File: src/sv/kla_pkg.sv
`timescale 1ns / 1ps
// ---------------------------------------------------------------------------
// Keyframe linear animator package
// Widths, codes and shared types of the animator.
// ---------------------------------------------------------------------------
package kla_pkg;

    localparam int MAX_KEYS_DEF = 16;

    localparam int TIME_W   = 32;
    localparam int LEN_W    = 31;
    localparam int FRAC_W   = 16;
    localparam int LOWER_W  = 4;
    localparam int DIV_W    = 34;
    localparam int DVD_W    = 33;
    localparam int STEP_W   = 6;
    localparam int WORD_W   = 2 * TIME_W;

    typedef enum logic [1:0] {
        CMD_INSERT = 2'd0,
        CMD_SET    = 2'd1,
        CMD_ADD    = 2'd2,
        CMD_NONE   = 2'd3
    } t_cmd;

    typedef enum logic [1:0] {
        ST_OK    = 2'd0,
        ST_FULL  = 2'd1,
        ST_EMPTY = 2'd2
    } t_status;

    typedef enum logic [0:0] {
        CFG_ANIM_LENGTH = 1'b0,
        CFG_LOOP_ENABLE = 1'b1
    } t_cfg_idx;

    // Request to the shared divider: the partial remainder to start from,
    // the dividend bits shifted in MSB first, the divisor and the step count.
    typedef struct packed {
        logic [DIV_W-1:0]  rem0;
        logic [DVD_W-1:0]  dvd;
        logic [DIV_W-1:0]  divisor;
        logic [STEP_W-1:0] steps;
    } t_div_req;

endpackage

File: src/sv/kla_key_ram.sv
`timescale 1ns / 1ps
// ---------------------------------------------------------------------------
// Keyframe table memory
// One write port and one read port, read data registered.
// ---------------------------------------------------------------------------
module kla_key_ram
    import kla_pkg::*;
#(
    parameter int DEPTH = MAX_KEYS_DEF,
    parameter int AW    = $clog2(MAX_KEYS_DEF)
) (
    input  logic              i_clk,
    input  logic              i_we,
    input  logic [AW-1:0]     i_waddr,
    input  logic [WORD_W-1:0] i_wdata,
    input  logic              i_re,
    input  logic [AW-1:0]     i_raddr,
    output logic [WORD_W-1:0] o_rdata
);

    logic [WORD_W-1:0] r_mem [DEPTH];
    logic [WORD_W-1:0] r_rdata;

    always_ff @(posedge i_clk) begin
        if (i_we) begin
            r_mem[i_waddr] <= i_wdata;
        end
        if (i_re) begin
            r_rdata <= r_mem[i_raddr];
        end
    end

    assign o_rdata = r_rdata;

endmodule

File: src/sv/kla_divider.sv
`timescale 1ns / 1ps
// ---------------------------------------------------------------------------
// Keyframe animator divider
// Restoring division, one quotient bit per cycle, shared by the wrap,
// the key search reduction and the fraction.
// ---------------------------------------------------------------------------
module kla_divider
    import kla_pkg::*;
(
    input  logic              i_clk,
    input  logic              i_rst_n,
    input  logic              i_start,
    input  t_div_req          i_req,
    output logic              o_done,
    output logic [DIV_W-1:0]  o_rem,
    output logic [FRAC_W-1:0] o_quo
);

    logic              r_busy;
    logic              r_done;
    logic [STEP_W-1:0] r_cnt;
    logic [DIV_W-1:0]  r_rem;
    logic [DVD_W-1:0]  r_dvd;
    logic [DIV_W-1:0]  r_divisor;
    logic [FRAC_W-1:0] r_quo;

    logic [DIV_W:0] trial;
    logic [DIV_W:0] trial_sub;
    logic           ge;

    assign trial     = {r_rem, r_dvd[DVD_W-1]};
    assign trial_sub = trial - {1'b0, r_divisor};
    assign ge        = trial >= {1'b0, r_divisor};

    always_ff @(posedge i_clk) begin
        if (!i_rst_n) begin
            r_busy <= 1'b0;
            r_done <= 1'b0;
            r_cnt  <= '0;
        end else begin
            r_done <= 1'b0;
            if (i_start) begin
                r_busy <= 1'b1;
                r_cnt  <= i_req.steps;
            end else if (r_busy) begin
                r_cnt <= r_cnt - 1'b1;
                if (r_cnt == STEP_W'(1)) begin
                    r_busy <= 1'b0;
                    r_done <= 1'b1;
                end
            end
        end
    end

    always_ff @(posedge i_clk) begin
        if (i_start) begin
            r_rem     <= i_req.rem0;
            r_dvd     <= i_req.dvd;
            r_divisor <= i_req.divisor;
            r_quo     <= '0;
        end else if (r_busy) begin
            r_rem <= ge ? trial_sub[DIV_W-1:0] : trial[DIV_W-1:0];
            r_dvd <= {r_dvd[DVD_W-2:0], 1'b0};
            r_quo <= {r_quo[FRAC_W-2:0], ge};
        end
    end

    assign o_done = r_done;
    assign o_rem  = r_rem;
    assign o_quo  = r_quo;

endmodule

File: src/sv/keyframe_linear_animator.sv
`timescale 1ns / 1ps
// ---------------------------------------------------------------------------
// Keyframe linear animator
// Sorted keyframe table with a time position and linear interpolation.
// ---------------------------------------------------------------------------
// One item is handled at a time. An item visits keyframes in the table
// memory (insert shifts from the top down, the search walks up from the
// first key), and uses the shared one-bit-a-step divider when the position
// wraps or lies above the length and when the fraction is divided.
// A finished result waits in an output register.
// The user must give configuration only while the block is idle; the
// block itself does not enforce it.
// ---------------------------------------------------------------------------
module keyframe_linear_animator
    import kla_pkg::*;
#(
    parameter int MAX_KEYS = MAX_KEYS_DEF
) (
    input  logic                i_clk,
    input  logic                i_rst_n,
    input  logic                i_cfg_we,
    input  logic [0:0]          i_cfg_index,
    input  logic [LEN_W-1:0]    i_cfg_data,
    input  logic                i_in_valid,
    output logic                o_in_ready,
    input  logic [1:0]          i_cmd,
    input  logic [TIME_W-1:0]   i_time_arg,
    input  logic [TIME_W-1:0]   i_key_value,
    output logic                o_out_valid,
    input  logic                i_out_ready,
    output logic [LEN_W-1:0]    o_time_now,
    output logic [TIME_W-1:0]   o_interp_value,
    output logic [FRAC_W-1:0]   o_fraction,
    output logic [LOWER_W-1:0]  o_lower_index,
    output logic [1:0]          o_status
);

    localparam int AW = $clog2(MAX_KEYS);
    localparam int CW = $clog2(MAX_KEYS + 1);

    typedef enum logic [11:0] {
        S_IDLE     = 12'b0000_0000_0001,
        S_INS_RD   = 12'b0000_0000_0010,
        S_INS_CHK  = 12'b0000_0000_0100,
        S_MOVE_DIV = 12'b0000_0000_1000,
        S_PREP     = 12'b0000_0001_0000,
        S_RED_DIV  = 12'b0000_0010_0000,
        S_SRD      = 12'b0000_0100_0000,
        S_SCHK     = 12'b0000_1000_0000,
        S_FRAC     = 12'b0001_0000_0000,
        S_FDIV     = 12'b0010_0000_0000,
        S_MUL      = 12'b0100_0000_0000,
        S_OUT      = 12'b1000_0000_0000
    } t_state;

    t_state r_state, n_state;

    logic [LEN_W-1:0]         r_len;
    logic                     r_loop;
    logic [CW-1:0]            r_count;
    logic [LEN_W-1:0]         r_pos;
    logic                     r_neg;
    logic signed [TIME_W-1:0] r_arg;
    logic signed [TIME_W-1:0] r_kval;
    logic [CW-1:0]            r_idx;
    logic [LEN_W-1:0]         r_t;
    logic signed [TIME_W-1:0] r_first_t, r_first_v;
    logic signed [TIME_W-1:0] r_prev_t, r_prev_v;
    logic signed [TIME_W-1:0] r_t1, r_v1, r_v2;
    logic signed [TIME_W:0]   r_t2;
    logic [AW-1:0]            r_lower;
    logic [FRAC_W-1:0]        r_frac;
    logic signed [TIME_W+FRAC_W+1:0] r_prod;
    t_status                  r_status;

    logic                     r_out_valid;
    logic [LEN_W-1:0]         r_o_time;
    logic [TIME_W-1:0]        r_o_value;
    logic [FRAC_W-1:0]        r_o_frac;
    logic [LOWER_W-1:0]       r_o_lower;
    t_status                  r_o_status;

    // Memory and divider hookup
    logic              ram_we, ram_re;
    logic [AW-1:0]     ram_waddr, ram_raddr;
    logic [WORD_W-1:0] ram_wdata, ram_rdata;
    logic              div_start, div_done;
    t_div_req          div_req;
    logic [DIV_W-1:0]  div_rem;
    logic [FRAC_W-1:0] div_quo;

    kla_key_ram #(
        .DEPTH (MAX_KEYS),
        .AW    (AW)
    ) u_ram (
        .i_clk   (i_clk),
        .i_we    (ram_we),
        .i_waddr (ram_waddr),
        .i_wdata (ram_wdata),
        .i_re    (ram_re),
        .i_raddr (ram_raddr),
        .o_rdata (ram_rdata)
    );

    kla_divider u_div (
        .i_clk   (i_clk),
        .i_rst_n (i_rst_n),
        .i_start (div_start),
        .i_req   (div_req),
        .o_done  (div_done),
        .o_rem   (div_rem),
        .o_quo   (div_quo)
    );

    // Position update on acceptance
    logic                     in_fire;
    logic signed [TIME_W:0]   arg_s, pos_s, len_s, move_v;
    logic                     move_same, move_neg, is_full;
    logic [DVD_W-1:0]         move_mag;
    logic [LEN_W-1:0]         clamp_v;

    assign in_fire   = i_in_valid && o_in_ready;
    assign arg_s     = {i_time_arg[TIME_W-1], i_time_arg};
    assign pos_s     = {2'b00, r_pos};
    assign len_s     = {2'b00, r_len};
    assign move_v    = (t_cmd'(i_cmd) == CMD_ADD) ? pos_s + arg_s : arg_s;
    assign move_same = move_v == pos_s;
    assign move_neg  = move_v[TIME_W];
    assign move_mag  = move_neg ? DVD_W'(-move_v) : DVD_W'(move_v);
    assign clamp_v   = move_neg ? '0 : ((move_v > len_s) ? r_len : move_v[LEN_W-1:0]);
    assign is_full   = r_count >= CW'(MAX_KEYS);

    // Table walk
    logic signed [TIME_W-1:0] rd_t, rd_v, first_t_sel, first_v_sel;
    logic signed [TIME_W:0]   t_s, rd_t_s;
    logic [CW-1:0]            idx_m1, idx_p1;
    logic                     rd_lt, rd_last;

    assign rd_t        = ram_rdata[WORD_W-1:TIME_W];
    assign rd_v        = ram_rdata[TIME_W-1:0];
    assign first_t_sel = (r_idx == '0) ? rd_t : r_first_t;
    assign first_v_sel = (r_idx == '0) ? rd_v : r_first_v;
    assign t_s         = {2'b00, r_t};
    assign rd_t_s      = {rd_t[TIME_W-1], rd_t};
    assign idx_m1      = r_idx - 1'b1;
    assign idx_p1      = r_idx + 1'b1;
    assign rd_lt       = rd_t_s < t_s;
    assign rd_last     = idx_p1 == r_count;

    // Fraction and value
    logic signed [TIME_W+1:0] frac_m, frac_d, frac_n;
    logic                     frac_pos, frac_sat;
    logic signed [TIME_W:0]   diff_v;
    logic signed [TIME_W+2:0] sum_v;
    logic [TIME_W-1:0]        sat_v;
    logic [AW+LOWER_W-1:0]    lower_wide;

    // Span and offset from the lower key are both signed: a position before
    // the first key gives a negative offset and a zero fraction.
    assign frac_m   = {{2{r_t1[TIME_W-1]}}, r_t1};
    assign frac_d   = {r_t2[TIME_W], r_t2} - frac_m;
    assign frac_n   = $signed({3'b000, r_t}) - frac_m;
    assign frac_pos = (frac_d > 0) && (frac_n > 0);
    assign frac_sat = frac_n >= frac_d;
    assign diff_v   = {r_v2[TIME_W-1], r_v2} - {r_v1[TIME_W-1], r_v1};
    assign sum_v    = {{3{r_v1[TIME_W-1]}}, r_v1}
                    + {r_prod[TIME_W+FRAC_W+1], r_prod[TIME_W+FRAC_W+1:FRAC_W]};
    assign lower_wide = {{LOWER_W{1'b0}}, r_lower};

    always_comb begin
        if (sum_v > $signed({3'b000, {(TIME_W-1){1'b1}}})) begin
            sat_v = {1'b0, {(TIME_W-1){1'b1}}};
        end else if (sum_v < $signed({3'b111, 1'b1, {(TIME_W-1){1'b0}}})) begin
            sat_v = {1'b1, {(TIME_W-1){1'b0}}};
        end else begin
            sat_v = sum_v[TIME_W-1:0];
        end
    end

    // Control
    always_comb begin
        n_state   = r_state;
        ram_we    = 1'b0;
        ram_waddr = r_idx[AW-1:0];
        ram_wdata = {r_arg, r_kval};
        ram_re    = 1'b0;
        ram_raddr = r_idx[AW-1:0];
        div_start = 1'b0;
        div_req   = '{rem0: '0, dvd: '0, divisor: DIV_W'(r_len), steps: STEP_W'(DVD_W)};
        unique case (r_state)
            S_IDLE: begin
                if (in_fire) begin
                    unique case (t_cmd'(i_cmd))
                        CMD_INSERT: n_state = is_full ? S_PREP : S_INS_RD;
                        CMD_SET, CMD_ADD: begin
                            if (!move_same && r_loop && r_len != '0) begin
                                div_start   = 1'b1;
                                div_req.dvd = move_mag;
                                n_state     = S_MOVE_DIV;
                            end else begin
                                n_state = S_PREP;
                            end
                        end
                        default: n_state = S_PREP;
                    endcase
                end
            end
            S_INS_RD: begin
                if (r_idx == '0) begin
                    ram_we  = 1'b1;
                    n_state = S_PREP;
                end else begin
                    ram_re    = 1'b1;
                    ram_raddr = idx_m1[AW-1:0];
                    n_state   = S_INS_CHK;
                end
            end
            S_INS_CHK: begin
                ram_we = 1'b1;
                if (rd_t > r_arg) begin
                    ram_wdata = ram_rdata;
                    n_state   = S_INS_RD;
                end else begin
                    n_state = S_PREP;
                end
            end
            S_MOVE_DIV: if (div_done) n_state = S_PREP;
            S_PREP: begin
                if (r_count == '0) begin
                    n_state = S_OUT;
                end else if (r_len != '0 && r_pos > r_len) begin
                    div_start   = 1'b1;
                    div_req.dvd = DVD_W'(r_pos - 1'b1);
                    n_state     = S_RED_DIV;
                end else begin
                    n_state = S_SRD;
                end
            end
            S_RED_DIV: if (div_done) n_state = S_SRD;
            S_SRD: begin
                ram_re  = 1'b1;
                n_state = S_SCHK;
            end
            S_SCHK: n_state = (rd_lt && !rd_last) ? S_SRD : S_FRAC;
            S_FRAC: begin
                if (frac_pos && !frac_sat) begin
                    div_start = 1'b1;
                    div_req   = '{rem0: frac_n, dvd: '0, divisor: frac_d,
                                  steps: STEP_W'(FRAC_W)};
                    n_state   = S_FDIV;
                end else begin
                    n_state = S_MUL;
                end
            end
            S_FDIV: if (div_done) n_state = S_MUL;
            S_MUL: n_state = S_OUT;
            S_OUT: if (!r_out_valid || i_out_ready) n_state = S_IDLE;
            default: n_state = S_IDLE;
        endcase
    end

    always_ff @(posedge i_clk) begin
        if (!i_rst_n) begin
            r_state     <= S_IDLE;
            r_len       <= '0;
            r_loop      <= 1'b0;
            r_count     <= '0;
            r_pos       <= '0;
            r_out_valid <= 1'b0;
        end else begin
            r_state <= n_state;
            if (i_cfg_we) begin
                unique case (t_cfg_idx'(i_cfg_index))
                    CFG_ANIM_LENGTH: r_len  <= i_cfg_data;
                    CFG_LOOP_ENABLE: r_loop <= i_cfg_data[0];
                    default: ;
                endcase
            end
            if (r_out_valid && i_out_ready) begin
                r_out_valid <= 1'b0;
            end
            if (r_state == S_OUT && (!r_out_valid || i_out_ready)) begin
                r_out_valid <= 1'b1;
            end
            if (in_fire && !move_same
                && (t_cmd'(i_cmd) == CMD_SET || t_cmd'(i_cmd) == CMD_ADD)) begin
                if (!r_loop) begin
                    r_pos <= clamp_v;
                end else if (r_len == '0) begin
                    r_pos <= '0;
                end
            end
            if (r_state == S_MOVE_DIV && div_done) begin
                r_pos <= (r_neg && div_rem != '0) ? r_len - div_rem[LEN_W-1:0]
                                                  : div_rem[LEN_W-1:0];
            end
            if ((r_state == S_INS_RD && r_idx == '0)
                || (r_state == S_INS_CHK && !(rd_t > r_arg))) begin
                r_count <= r_count + 1'b1;
            end
        end
    end

    // Datapath registers
    always_ff @(posedge i_clk) begin
        unique case (r_state)
            S_IDLE: begin
                if (in_fire) begin
                    r_arg    <= i_time_arg;
                    r_kval   <= i_key_value;
                    r_neg    <= move_neg;
                    r_idx    <= r_count;
                    r_status <= (t_cmd'(i_cmd) == CMD_INSERT && is_full) ? ST_FULL : ST_OK;
                end
            end
            S_INS_CHK: if (rd_t > r_arg) r_idx <= idx_m1;
            S_PREP: begin
                r_t   <= r_pos;
                r_idx <= '0;
                if (r_count == '0) begin
                    r_status <= ST_EMPTY;
                    r_v1     <= '0;
                    r_prod   <= '0;
                    r_frac   <= '0;
                    r_lower  <= '0;
                end
            end
            S_RED_DIV: if (div_done) r_t <= div_rem[LEN_W-1:0] + 1'b1;
            S_SCHK: begin
                if (r_idx == '0) begin
                    r_first_t <= rd_t;
                    r_first_v <= rd_v;
                end
                if (rd_lt && !rd_last) begin
                    r_prev_t <= rd_t;
                    r_prev_v <= rd_v;
                    r_idx    <= idx_p1;
                end else if (rd_lt) begin
                    // Past the last key: the next key is the first one a length on.
                    r_t2    <= len_s + {first_t_sel[TIME_W-1], first_t_sel};
                    r_v2    <= first_v_sel;
                    r_lower <= r_idx[AW-1:0];
                    r_t1    <= rd_t;
                    r_v1    <= rd_v;
                end else begin
                    r_t2 <= rd_t_s;
                    r_v2 <= rd_v;
                    if (r_idx != '0 && t_s < rd_t_s) begin
                        r_lower <= idx_m1[AW-1:0];
                        r_t1    <= r_prev_t;
                        r_v1    <= r_prev_v;
                    end else begin
                        r_lower <= r_idx[AW-1:0];
                        r_t1    <= rd_t;
                        r_v1    <= rd_v;
                    end
                end
            end
            S_FRAC: begin
                if (!frac_pos) begin
                    r_frac <= '0;
                end else if (frac_sat) begin
                    r_frac <= '1;
                end
            end
            S_FDIV: if (div_done) r_frac <= div_quo;
            S_MUL: r_prod <= diff_v * $signed({1'b0, r_frac});
            S_OUT: begin
                if (!r_out_valid || i_out_ready) begin
                    r_o_time   <= r_pos;
                    r_o_value  <= sat_v;
                    r_o_frac   <= r_frac;
                    r_o_lower  <= lower_wide[LOWER_W-1:0];
                    r_o_status <= r_status;
                end
            end
            default: ;
        endcase
    end

    assign o_in_ready     = r_state == S_IDLE;
    assign o_out_valid    = r_out_valid;
    assign o_time_now     = r_o_time;
    assign o_interp_value = r_o_value;
    assign o_fraction     = r_o_frac;
    assign o_lower_index  = r_o_lower;
    assign o_status       = r_o_status;

endmodule

File: config.mk
export PLATFORM = sky130hd
export DESIGN_NAME = keyframe_linear_animator
export DESIGN_NICKNAME = d
export VERILOG_FILES = /design/src/sv/kla_pkg.sv /design/src/sv/kla_key_ram.sv /design/src/sv/kla_divider.sv /design/src/sv/keyframe_linear_animator.sv
export SDC_FILE = /design/constraint.sdc
export NUM_CORES = 2
export LEC_CHECK = 0
export BUFFER_PORTS_ARGS = -buffer_cell sky130_fd_sc_hd__buf_2
export CORE_UTILIZATION = 60
export DETAILED_ROUTE_END_ITERATION = 10
export PLACE_DENSITY_LB_ADDON = 0.15
export SLEW_MARGIN = 5
export SYNTH_ARGS = -nofsm -noshare
export SYNTH_HDL_FRONTEND = slang
export SYNTH_SLANG_ARGS = --single-unit
File: constraint.sdc
create_clock -name i_clk -period 12.9 [get_ports i_clk]
set_input_delay 0.645 -clock i_clk [delete_from_list [all_inputs] [get_ports i_clk]]
set_output_delay 0.645 -clock i_clk [all_outputs]
set_load 0.005 [all_outputs]
==> impl_metrics.csv <==
group,metric,value,unit
setup_path,arrival,11470,ps
logic_synthesis,netlist_top_cells_count,"edfxtp_1, nand2_1, inv_1",
logic_synthesis,ys_seq_area_frac,0.485,
cts,path_clk_slew,60,ps
run_status,status,"finished with violations",
placed_design,post-place-cells,11336,
placed_design,hpwlAfterDp,223000,um
route,post_drt_via_cell_ratio,6.45,
grt,groute.usage.overall,0.355,
logic_synthesis,ys_types,104,
grt,grt_pass1_wl,482000,um
power,power,0.0152,W
logic_synthesis,synth_largest_area_cell,"edfxtp_1",
floorplanning,start_util,0.607,
logic_synthesis,ys_ff_latch,1793,
placed_design,numPortBuffers,189,
final_layout,drive_gt1_frac,0.123,
cts,cts_tree,"built",
logic_synthesis,syn-cell-area,109000,sq um
route,wl_per_cell,27.9,um
logic_synthesis,netlist_top_cells_area,"edfxtp_1, fa_1, ha_1, mux4_2, nand2_1",
logic_synthesis,syn_inst,9038,
route,antenna_left,0,
route,drtIter0Drc,9078,
setup_path,path_common_cell,"fa_1",
setup_path,critPathLaunchType,"flip-flop",
setup_path,r2r_setup_slack,2000,ps
final_layout,seq_area,52800,sq um
floorplanning,fp.dieH,428,um
worst_hold_path,holdPathEnd,"r_kval[3]",
grt,gr-total-overflow,0,
setup_path,reg2reg_to,"r_prod[46]",
setup_path,cp-end-kind,"flip-flop",
setup_path,cp_data_required_time,13460,ps
run_status,violations,"capacitance limit",
power,vdd_drop_max,0.189,mV
logic_synthesis,yosysTopAreaCellShare,0.466,
timing,hold_violations,0,
cts,cts_inserted_buffers,181,
final_layout,fillCellCount,13105,
setup_path,slowest_delay,790,ps
logic_synthesis,synth-edff-count,1688,
grt,grt_pass1_vias,75159,
floorplanning,ios,190,
power,power.density,128,nW/um^2
power,p_int,0.0107,W
timing,fmax,91.7,MHz
final_layout,multi_input_area,51100,sq um
placed_design,place.gp.congestion,0.999,
route,num_vias,75509,
cts,clockRootBuffer,"clkbuf_16",
route,wirelength,326000,um
cts,htreeDepth,4,
power,p_leak,47.0,nW
logic_synthesis,synth_area_per_cell,12.0,sq um
timing,post-route-period-util,0.845,
power,seqPwrFrac,0.433,
worst_hold_path,holdPathStages,1,
grt,antenna_found_initial,17,
setup_path,reg2reg_from,"r_v1[8]",
cts,clock_sinks,1793,
logic_synthesis,async_flop_share,0,
timing,fin_tns_setup,0,ps
timing,fin_skew,49.1,ps
timing,finalMaxSlewViolations,0,
timing,fin_crit,10900,ps
timing,worst_pin_slew,1470,ps
floorplanning,fp.dieArea,183000,sq um
route,drcViolationCount,0,
floorplanning,die_x,428,um
grt,grt_max_degree,140,
floorplanning,rows,155,
timing,finalSetupViolCount,0,
final_layout,stdcell_count,11706,
route,first_pass_iters,6,
timing,relSlewSlack,0.0102,
logic_synthesis,ys_warn_count,0,
power,switchingPower,0.00441,W
final_layout,syn_to_final_growth,9.28,%
logic_synthesis,ys.flop_type,"edfxtp_1",
logic_synthesis,synth_nets,10197,
logic_synthesis,synth_most_common_cell,"edfxtp_1",
setup_path,critPathMaxFanout,16,
setup_path,path_class,"flip-flop to flip-flop",
final_layout,nets,10353,
worst_hold_path,hp-start,"i_key_value[3]",
setup_path,rr_worst_depth,33,
cts,cts_resized,0,
power,p_sw_frac,0.291,
cts,clk_path_buf_depth,3,
setup_path,cp_slowest_cell,"a2111oi_0",
power,p_clk_frac,0.352,
worst_hold_path,min_path_type,"primary input to flip-flop",
cts,insertion_delay,850,ps
timing,rsz0062_at_grt,"false",
flow_run,drv_cap,1,
power,pwr-share-comb,0.215,
floorplanning,coreArea,179000,sq um
## layer usage
layer,vias up,global-route usage,wire length (um)
met1,37962,0.495,130000
met4,2,0.129,12400
met3,677,0.0631,32200
met5,-,0,11
li1,32857,-,-
met2,4011,0.562,151000
## power groups by stage
stage,combinational [W],sequential (W),clock (W)
2_1_floorplan,0.00229,0.00663,0
3_3_place_gp,0.00313,0.00668,0
3_5_place_dp,0.00318,0.00668,0
4_1_cts,0.00322,0.00656,0.00537
5_1_grt,0.00360,0.00657,0.00558
6_report,0.00326,0.00657,0.00533
## critical path, delay by kind of cell, from the launching register on
| family | cells | cell delay (ps) |
|---|---|---|
| simple gates | 8 | 2300 |
| fa+ha+maj | 8 | 3790 |
| buf+inv | 4 | 210 |
| compound gates | 12 | 3820 |
| xor+xnor | 1 | 150 |
| flops | 1 | 350 |
## logic make-up (layout without fill, tap and decap cells)
group,after synthesis,count (layout),synth area share
AND/OR/NAND/NOR,2359,2359,0.105
flip-flops,1793,1793,0.485
AO/OA/AOI/OAI,1591,1591,0.0968
buffers and inverters,1343,1652,0.0471
adder cells (fa/ha/maj),1056,1056,0.157
multiplexers,534,534,0.0803
XOR/XNOR,361,361,0.0291
other,1,5,0.0000345
## metrics by stage
step	util	setup WS, ps	hold slack [ps]	cell area, sq um
4_1_cts	0.664	2100	1.09	119000
5_1_grt	0.664	1520	8.06	119000
3_3_place_gp	0.628	2310	405	113000
3_5_place_dp	0.628	2140	405	113000
6_report	0.664	2000	47.2	119000
2_1_floorplan	-	3650	400	109000
## worst max path at each step
stage                      end    start  cells past startpoint
global route        r_prod[45]  r_v1[8]                     33
floorplan           r_prod[49]  r_v1[8]                     36
CTS                 r_prod[46]  r_v1[8]                     33
finish              r_prod[46]  r_v1[8]                     33
global placement    r_prod[46]  r_v1[8]                     33
detailed placement  r_prod[46]  r_v1[8]                     33
## cell type report
class | count | share of cell area
Clock inverter | 120 | 0.0104
Clock buffer | 216 | 0.0402
Tap cell | 2355 | 0.0248
Inverter | 930 | 0.0294
Timing Repair Buffer | 386 | 0.0213
Antenna cell | 4 | 0.0000842
Sequential cell | 1793 | 0.444
Multi-Input combinational cell | 5902 | 0.430
## state kept, by name (all words and copies together), names as in the netlist, 32 cells and up
register and cells:
r_first_t 32, u_div.o_rem 34, r_arg 32, o_interp_value 32
r_t1 32, u_ram.r_mem 1024, r_prev_t 32, r_first_v 32
r_prod 34, u_div.r_divisor 34, r_t2 33, u_ram.o_rdata 64
u_div.r_dvd 33, r_v1 32, r_prev_v 32, r_kval 32
r_v2 32
## layout by cell type, fill, tap and decap left out, drive strengths merged, types with 145 or more instances in the layout
master / netlist / routed
a21o: 207 / 207
a21oi: 335 / 335
and2: 295 / 295
buf: 84 / 356
clkbuf: 329 / 216
edfxtp: 1688 / 1688
fa: 509 / 509
ha: 547 / 547
inv: 928 / 936
mux4: 257 / 257
nand2: 965 / 965
nor2: 364 / 364
nor3: 145 / 145
o21ai: 337 / 337
xnor2: 242 / 242
## timing repair
action                                 CTS  global route
endpoints found under the hold margin   30             0
setup buffers                            0             0
hold buffers                            30             0
Power figures use the tool's default switching activity.
